--- src/rtl/fvmt_pkg.sv ---
// Shared types, constants and command/status structs for the feature vector match table.
// Used by every module of the block; depends on nothing.
package fvmt_pkg;

  localparam int unsigned MAX_ENTRIES       = 64;
  localparam int unsigned MAX_VECTOR_LENGTH = 512;
  localparam int unsigned MAX_MATCHES       = 16;

  localparam int unsigned SLOT_W  = (MAX_ENTRIES > 1) ? $clog2(MAX_ENTRIES) : 1;
  localparam int unsigned ELEM_W  = (MAX_VECTOR_LENGTH > 1) ? $clog2(MAX_VECTOR_LENGTH) : 1;
  localparam int unsigned CAND_W  = $clog2(MAX_ENTRIES + 1);
  localparam int unsigned MATCH_W = $clog2(MAX_MATCHES + 1);
  localparam int unsigned VEC_DEPTH = 2 ** (SLOT_W + ELEM_W);

  localparam int unsigned VLEN_W   = 10;
  localparam int unsigned SIM_W    = 40;
  localparam int unsigned VAL_W    = 16;
  localparam int unsigned ID_W     = 16;
  localparam int unsigned MAXM_W   = 5;
  localparam int unsigned PROD_W   = 2 * VAL_W;
  localparam int unsigned CFG_IDX_W = 2;

  localparam logic [VLEN_W-1:0]       COUNT_MAX    = 10'd1023;
  localparam logic [VLEN_W-1:0]       VLEN_RESET   = 10'd512;
  localparam logic [MAXM_W-1:0]       MAXM_RESET   = 5'd1;
  localparam logic [ID_W-1:0]         ID_MAX       = 16'hFFFF;
  localparam logic signed [SIM_W-1:0] SIM_MAX      = 40'sh7F_FFFF_FFFF;
  localparam logic signed [SIM_W-1:0] SIM_MIN      = 40'sh80_0000_0000;

  typedef enum logic [1:0] {
    MODE_ENROLL      = 2'd0,
    MODE_QUERY       = 2'd1,
    MODE_DELETE_ID   = 2'd2,
    MODE_DELETE_LAST = 2'd3
  } mode_e;

  typedef enum logic [2:0] {
    ST_OK            = 3'd0,
    ST_NO_MATCH      = 3'd1,
    ST_TABLE_FULL    = 3'd2,
    ST_LEN_MISMATCH  = 3'd3,
    ST_UNKNOWN_ID    = 3'd4,
    ST_EMPTY         = 3'd5
  } status_e;

  typedef enum logic [CFG_IDX_W-1:0] {
    CFG_VECTOR_LENGTH   = 2'd0,
    CFG_MATCH_THRESHOLD = 2'd1,
    CFG_MAX_MATCHES     = 2'd2
  } cfg_idx_e;

  typedef enum logic [2:0] {
    SW_FREE,
    SW_ACC,
    SW_DEL_ID,
    SW_DEL_LAST,
    SW_SELECT
  } sweep_e;

  typedef enum logic [2:0] {
    EM_LEN,
    EM_FULL,
    EM_ENROLL,
    EM_DEL_ID,
    EM_DEL_LAST,
    EM_MATCH,
    EM_NOMATCH
  } emit_e;

  typedef struct packed {
    mode_e                   mode;
    logic signed [VAL_W-1:0] element_value;
    logic                    element_last;
    logic [ID_W-1:0]         target_id;
  } in_item_t;

  typedef struct packed {
    status_e                 status;
    logic [ID_W-1:0]         result_id;
    logic signed [SIM_W-1:0] similarity;
    logic                    result_last;
  } out_item_t;

  typedef struct packed {
    logic   load_item;
    logic   open_stream;
    logic   close_stream;
    logic   count_step;
    logic   write_elem;
    logic   sweep_start;
    sweep_e sweep_kind;
    logic   commit_enroll;
    logic   sel_init;
    logic   kill;
    logic   emit;
    emit_e  emit_kind;
  } ctrl_cmd_t;

  typedef struct packed {
    mode_e mode;
    logic  last;
    logic  new_stream;
    logic  elem_in_range;
    logic  len_bad;
    logic  enroll_blocked;
    logic  sweep_busy;
    logic  found;
    logic  match_last;
    logic  out_free;
  } dp_status_t;

endpackage

--- src/rtl/fvmt_ctrl.sv ---
// Sequencing state machine of the feature vector match table.
// Depends on fvmt_pkg; drives fvmt_dpath through ctrl_cmd_t and reads dp_status_t.
module fvmt_ctrl (
  input  logic                   clk_i,
  input  logic                   rst_ni,
  input  logic                   in_valid_i,
  output logic                   in_stall_o,
  input  fvmt_pkg::dp_status_t   status_i,
  output fvmt_pkg::ctrl_cmd_t    cmd_o
);

  typedef enum logic [8:0] {
    S_IDLE   = 9'b000000001,
    S_DECODE = 9'b000000010,
    S_FREE   = 9'b000000100,
    S_ELEM   = 9'b000001000,
    S_ACC    = 9'b000010000,
    S_STEP   = 9'b000100000,
    S_DEL    = 9'b001000000,
    S_SEL    = 9'b010000000,
    S_EMIT   = 9'b100000000
  } state_e;

  state_e          state_q, state_d;
  fvmt_pkg::emit_e em_kind_q, em_kind_d;

  assign in_stall_o = (state_q != S_IDLE);

  always_comb begin
    cmd_o     = '0;
    state_d   = state_q;
    em_kind_d = em_kind_q;
    unique case (state_q)
      S_IDLE: begin
        if (in_valid_i) begin
          cmd_o.load_item = 1'b1;
          state_d         = S_DECODE;
        end
      end
      S_DECODE: begin
        unique case (status_i.mode)
          fvmt_pkg::MODE_ENROLL: begin
            if (status_i.new_stream) begin
              cmd_o.open_stream = 1'b1;
              cmd_o.sweep_start = 1'b1;
              cmd_o.sweep_kind  = fvmt_pkg::SW_FREE;
              state_d           = S_FREE;
            end else begin
              state_d = S_ELEM;
            end
          end
          fvmt_pkg::MODE_QUERY: begin
            cmd_o.open_stream = status_i.new_stream;
            state_d           = S_ELEM;
          end
          fvmt_pkg::MODE_DELETE_ID: begin
            cmd_o.sweep_start = 1'b1;
            cmd_o.sweep_kind  = fvmt_pkg::SW_DEL_ID;
            em_kind_d         = fvmt_pkg::EM_DEL_ID;
            state_d           = S_DEL;
          end
          default: begin
            cmd_o.sweep_start = 1'b1;
            cmd_o.sweep_kind  = fvmt_pkg::SW_DEL_LAST;
            em_kind_d         = fvmt_pkg::EM_DEL_LAST;
            state_d           = S_DEL;
          end
        endcase
      end
      S_FREE: begin
        if (!status_i.sweep_busy) state_d = S_ELEM;
      end
      S_ELEM: begin
        if (status_i.mode == fvmt_pkg::MODE_ENROLL) begin
          cmd_o.write_elem = 1'b1;
          state_d          = S_STEP;
        end else if (status_i.elem_in_range) begin
          cmd_o.sweep_start = 1'b1;
          cmd_o.sweep_kind  = fvmt_pkg::SW_ACC;
          state_d           = S_ACC;
        end else begin
          state_d = S_STEP;
        end
      end
      S_ACC: begin
        if (!status_i.sweep_busy) state_d = S_STEP;
      end
      S_STEP: begin
        cmd_o.count_step = 1'b1;
        if (status_i.last) begin
          cmd_o.close_stream = 1'b1;
          if (status_i.len_bad) begin
            em_kind_d = fvmt_pkg::EM_LEN;
            state_d   = S_EMIT;
          end else if (status_i.mode == fvmt_pkg::MODE_ENROLL) begin
            if (status_i.enroll_blocked) begin
              em_kind_d = fvmt_pkg::EM_FULL;
            end else begin
              cmd_o.commit_enroll = 1'b1;
              em_kind_d           = fvmt_pkg::EM_ENROLL;
            end
            state_d = S_EMIT;
          end else begin
            cmd_o.sel_init    = 1'b1;
            cmd_o.sweep_start = 1'b1;
            cmd_o.sweep_kind  = fvmt_pkg::SW_SELECT;
            state_d           = S_SEL;
          end
        end else begin
          state_d = S_IDLE;
        end
      end
      S_DEL: begin
        if (!status_i.sweep_busy) begin
          cmd_o.kill = 1'b1;
          state_d    = S_EMIT;
        end
      end
      S_SEL: begin
        if (!status_i.sweep_busy) begin
          em_kind_d = status_i.found ? fvmt_pkg::EM_MATCH : fvmt_pkg::EM_NOMATCH;
          state_d   = S_EMIT;
        end
      end
      S_EMIT: begin
        if (status_i.out_free) begin
          cmd_o.emit      = 1'b1;
          cmd_o.emit_kind = em_kind_q;
          if (em_kind_q == fvmt_pkg::EM_MATCH && !status_i.match_last) begin
            cmd_o.sweep_start = 1'b1;
            cmd_o.sweep_kind  = fvmt_pkg::SW_SELECT;
            state_d           = S_SEL;
          end else begin
            state_d = S_IDLE;
          end
        end
      end
      default: state_d = S_IDLE;
    endcase
  end

  always_ff @(posedge clk_i or negedge rst_ni) begin
    if (!rst_ni) begin
      state_q   <= S_IDLE;
      em_kind_q <= fvmt_pkg::EM_LEN;
    end else begin
      state_q   <= state_d;
      em_kind_q <= em_kind_d;
    end
  end

endmodule

--- config.mk ---
export PLATFORM = sky130hd
export DESIGN_NAME = fvmt_ctrl
export DESIGN_NICKNAME = d
export VERILOG_FILES = /design/src/rtl/fvmt_pkg.sv /design/src/rtl/fvmt_ctrl.sv
export SDC_FILE = /design/constraint.sdc
export NUM_CORES = 1
export LEC_CHECK = 0
export BUFFER_PORTS_ARGS = -buffer_cell sky130_fd_sc_hd__buf_4
export CORE_ASPECT_RATIO = 0.9
export CORE_MARGIN = 8
export CORE_UTILIZATION = 45
export CTS_CLUSTER_SIZE = 20
export DETAILED_ROUTE_END_ITERATION = 10
export PLACE_DENSITY = 0.78
export RECOVER_POWER = 100
export SYNTH_ARGS = -nofsm -noshare
export SYNTH_HDL_FRONTEND = slang
export SYNTH_SLANG_ARGS = --single-unit
--- constraint.sdc ---
create_clock -name clk_i -period 1.8 [get_ports clk_i]
set_input_delay 0.36 -clock clk_i [delete_from_list [all_inputs] [get_ports clk_i]]
set_output_delay 0.36 -clock clk_i [all_outputs]
set_load 0.01 [all_outputs]
==> summary.md <==
| Metric | Value |
|---|---|
| PnR worst setup slack | `-0.488 ns` |
| Logic pwr share | `68.3%` |
| VDD IR max | `1.16 mV` |
| CP Cell Sequence | `nor4_4, and2_4, nand3_4, nor3_4, a21oi_2, nand4_1, buf_4` |
| CP Data Required Time | `1.44 ns` |
| Clock Path Buffers | `2` |
| Hold Startpoint | `status_i[0]` |
| Minimum hold slack | `0.295 ns` |
| Place WS | `-0.116 ns` |
| Main synth FF type | `dfrtp_1` |
| Worst path max stage delay | `0.43 ns` |
| Initial Util | `46.5%` |
| Top cells by area, synth | `dfrtp_1, nor2_1, o21ai_0` |
| Minimum clock period | `2.29 ns` |
| DRT iter0 DRCs | `82` |
| Initial antenna violation count | `0` |
| Switching pwr | `0.839 mW` |
| Worst Path Arrival | `1.93 ns` |
| Synth Net Count | `143` |
| Library cells used by synthesis | `38` |
| Dominant delay contributor by cell family on the critical path | `simple AND/OR/NAND/NOR gates` |
| Sink Count | `12` |
| Insertion delay of the later-clocked pin in the worst-skew pair | `0.29 ns` |
| Hold Path Cell Cnt | `2` |
| Switching Share | `41.7%` |
| Reg-to-reg critical path endpoint | `em_kind_q[1]$_DFFE_PN0P_` |
| GRT overflow | `0` |
| Failing checks | `negative setup slack` |
| Pins Over Slew Limit | `0` |
| PD cells | `1120 nW/µm²` |
| Nets | `217` |
| Final instance area | `1800 µm²` |
| Fillcell total | `116` |
| CTS Root Cell | `clkbuf_4` |
| H-tree depth | `1` |
| RSZ-0062 raised after global routing | `true` |
| Final hold vios | `0` |
| CTS tree | `yes` |
| Placed Cells | `209` |
| Seq cells post-synth | `12` |
| Register-to-register setup slack | `-0.32 ns` |
| Max Clk Rate | `437 MHz` |
| Startpoint type of the worst setup path | `register` |
| Number of diodes | `0` |
| Reg2Reg Depth | `9` |
| Synthesized area per cell | `7.64 µm²` |
| Final wirelength | `4.23 mm` |
| DP Area | `1470 µm²` |
| Maxcap violations | `0` |
| Die height | `60.4 µm` |
| Num ports | `31` |
| CP bufs+invs | `1` |
| DP HPWL | `2.59 mm` |
| Standard-cell rows | `16` |
| Synthesis Warnings | `0` |
| Setup TNS | `-7.90 ns` |
| Die Wd | `65.3 µm` |
| Via count | `1379` |
| Hold endpoint | `state_q[8]$_DFFE_PN0P_` |
| Number of global-route vias before repair | `1267` |
| Slew HR | `53.5%` |
| Synthesized area | `986 µm²` |
| Placer Congestion | `0.924` |
| Worst r2r src | `state_q[4]$_DFFE_PN0P_` |
| Clk slew on worst S/H paths | `0.10 ns` |
| Largest net degree at the start of global routing | `13` |
| Final setup viols | `27` |
| PortBufs | `30` |
| Final core occ | `84.8%` |
| Area share of the largest cell type after synthesis | `27.9%` |
| Routed Antenna Nets | `0` |
| Worst-margin pin slew | `0.698 ns` |
| Total GRT Usage | `18.1%` |
| Sequential group share of total power | `20.2%` |
| Clock buffer count from CTS | `3` |
| WS Path Type | `reg2out` |
| P_leak | `0.878 nW` |
| CP endpoint kind | `output port` |
| First-pass GRT wire length | `5.66 mm` |
| Clock skew | `0.0128 ns` |
| Drt wl/cell | `18.5 µm` |
| # DRC | `0` |
| Power share of the clock group | `11.5%` |
| Share of layout cells above drive strength 1 | `54.5%` |
| CORE AREA | `2120 µm²` |
| Final non-filler cell total | `229` |
| Overall Power | `2.01 mW` |
| TritonRoute pass-1 iters | `4` |
| Critical Path Fanout Max | `3` |
| Layout area overhead | `82.6%` |
| Via/cell ratio | `6.02` |
| Slowest-stage cell, CP | `dfrtp_1` |
| Internal | `1.17 mW` |
| Tcrit/Tclk final | `127%` |
| Sequential share of the synthesized area | `30.6%` |
| Post-synth EDFFs | `0` |
| Run status | `finished, violations left` |
| Min-Delay Path Class | `in2reg` |
| Die area | `3950 µm²` |
| Fraction of registers with async set/reset | `100%` |
| Largest area contributor in the netlist | `dfrtp_1` |
| Syn Inst Count | `129` |
cells in the final DEF (no fill, tap or decap), types with 2 or more instances in the layout:
| master | Yosys | final |
|---|---|---|
| a21oi_1 | 6 | 3 |
| a21oi_2 | 0 | 3 |
| a22o_1 | 2 | 2 |
| and2_1 | 4 | 3 |
| and2_4 | 1 | 2 |
| and3_1 | 6 | 3 |
| and3_4 | 1 | 4 |
| buf_4 | 0 | 56 |
| buf_6 | 0 | 15 |
| clkbuf_4 | 0 | 3 |
| dfrtp_1 | 11 | 11 |
| inv_1 | 7 | 6 |
| mux2i_1 | 2 | 2 |
| nand2_1 | 13 | 10 |
| nand2_2 | 0 | 3 |
| nand2b_1 | 3 | 2 |
| nand3_1 | 6 | 5 |
| nand4_1 | 3 | 3 |
| nand4b_1 | 2 | 2 |
| nor2_1 | 15 | 10 |
| nor2_2 | 0 | 3 |
| nor2_4 | 0 | 2 |
| nor2b_1 | 7 | 6 |
| nor3_1 | 4 | 2 |
| nor3_4 | 0 | 2 |
| nor4_4 | 1 | 2 |
| o211ai_1 | 2 | 2 |
| o21ai_0 | 10 | 6 |
| o21ai_2 | 0 | 4 |
| xor2_1 | 2 | 2 |
routing by layer:
metal	wire (µm)	vias to the layer above	share of wire, %	GRT usage [%]
met1	1580	635	37	19.8
li1	-	618	-	-
met4	205	0	4.8	9.32
met5	0	-	0	0
met3	466	24	11	6.27
met2	1970	102	47	30.7
cell families (layout without fill, tap and decap cells):
group                     Yosys count  in the layout  synth area share, %
AOI/OAI and AO/OA                  28             28                 17.8
and+or+nand+nor                    74             74                 43.1
buffers and inverters              11             84                 4.70
xor gates and xnor gates            2              2                 1.78
muxes                               2              2                 2.03
DFF                                12             12                 30.6
registers in the layout, summed over array words and instances, names as in the netlist:
signal,cells
state_q,9
em_kind_q,3
area by class of cell:
type / instances / area (µm²) / share of cell area [%]
multi-input combinational: 106 / 797 / 44.3
timing repair buffer: 73 / 603 / 33.5
sequential: 12 / 302 / 16.7
clock buffer: 4 / 36.3 / 2.02
tap: 27 / 33.8 / 1.88
inverter: 7 / 28.8 / 1.60
synth_stat cells (2+ instances only):
cell type / instances
nor2_1: 15
o21ai_0: 10
a21oi_1: 6
o211ai_1: 2
nand2b_1: 3
nand4b_1: 2
nand3_1: 6
nor2b_1: 7
nor4_1: 2
nor3_1: 4
nand2_1: 13
and3_1: 6
a22o_1: 2
and2_1: 4
mux2i_1: 2
inv_1: 7
buf_2: 4
dfrtp_1: 11
xor2_1: 2
nand4_1: 3
what timing repair did:
action / in CTS / in global routing
gates cloned: 0 / 0
setup endpoints to repair: 19 / 27
endpoints found under the hold margin: 11 / 0
gates resized for setup: 26 / 21
buffers inserted: 8 / 11
pin swaps: 9 / 14
hold buffers: 1 / 0
power by group through the flow:
| stage | clock (mW) | combinational (mW) | sequential (mW) |
|---|---|---|---|
| 2_1_floorplan | 0 | 0.510 | 0.406 |
| 3_3_place_gp | 0 | 0.916 | 0.395 |
| 3_5_place_dp | 0 | 0.932 | 0.400 |
| 4_1_cts | 0.228 | 1.09 | 0.406 |
| 5_1_grt | 0.244 | 1.45 | 0.416 |
| 6_report | 0.232 | 1.37 | 0.407 |
worst max-delay path by stage:
stage,startpoint,endpoint,depth (start not counted)
floorplan,state_q[4]$_DFFE_PN0P_,cmd_o[10],7
global placement,state_q[4]$_DFFE_PN0P_,cmd_o[7],6
detailed placement,state_q[4]$_DFFE_PN0P_,cmd_o[10],7
CTS,state_q[8]$_DFFE_PN0P_,cmd_o[10],7
global route,state_q[4]$_DFFE_PN0P_,cmd_o[10],7
finish,state_q[4]$_DFFE_PN0P_,cmd_o[10],7
Note: power is estimated with default switching activity, not from simulation.
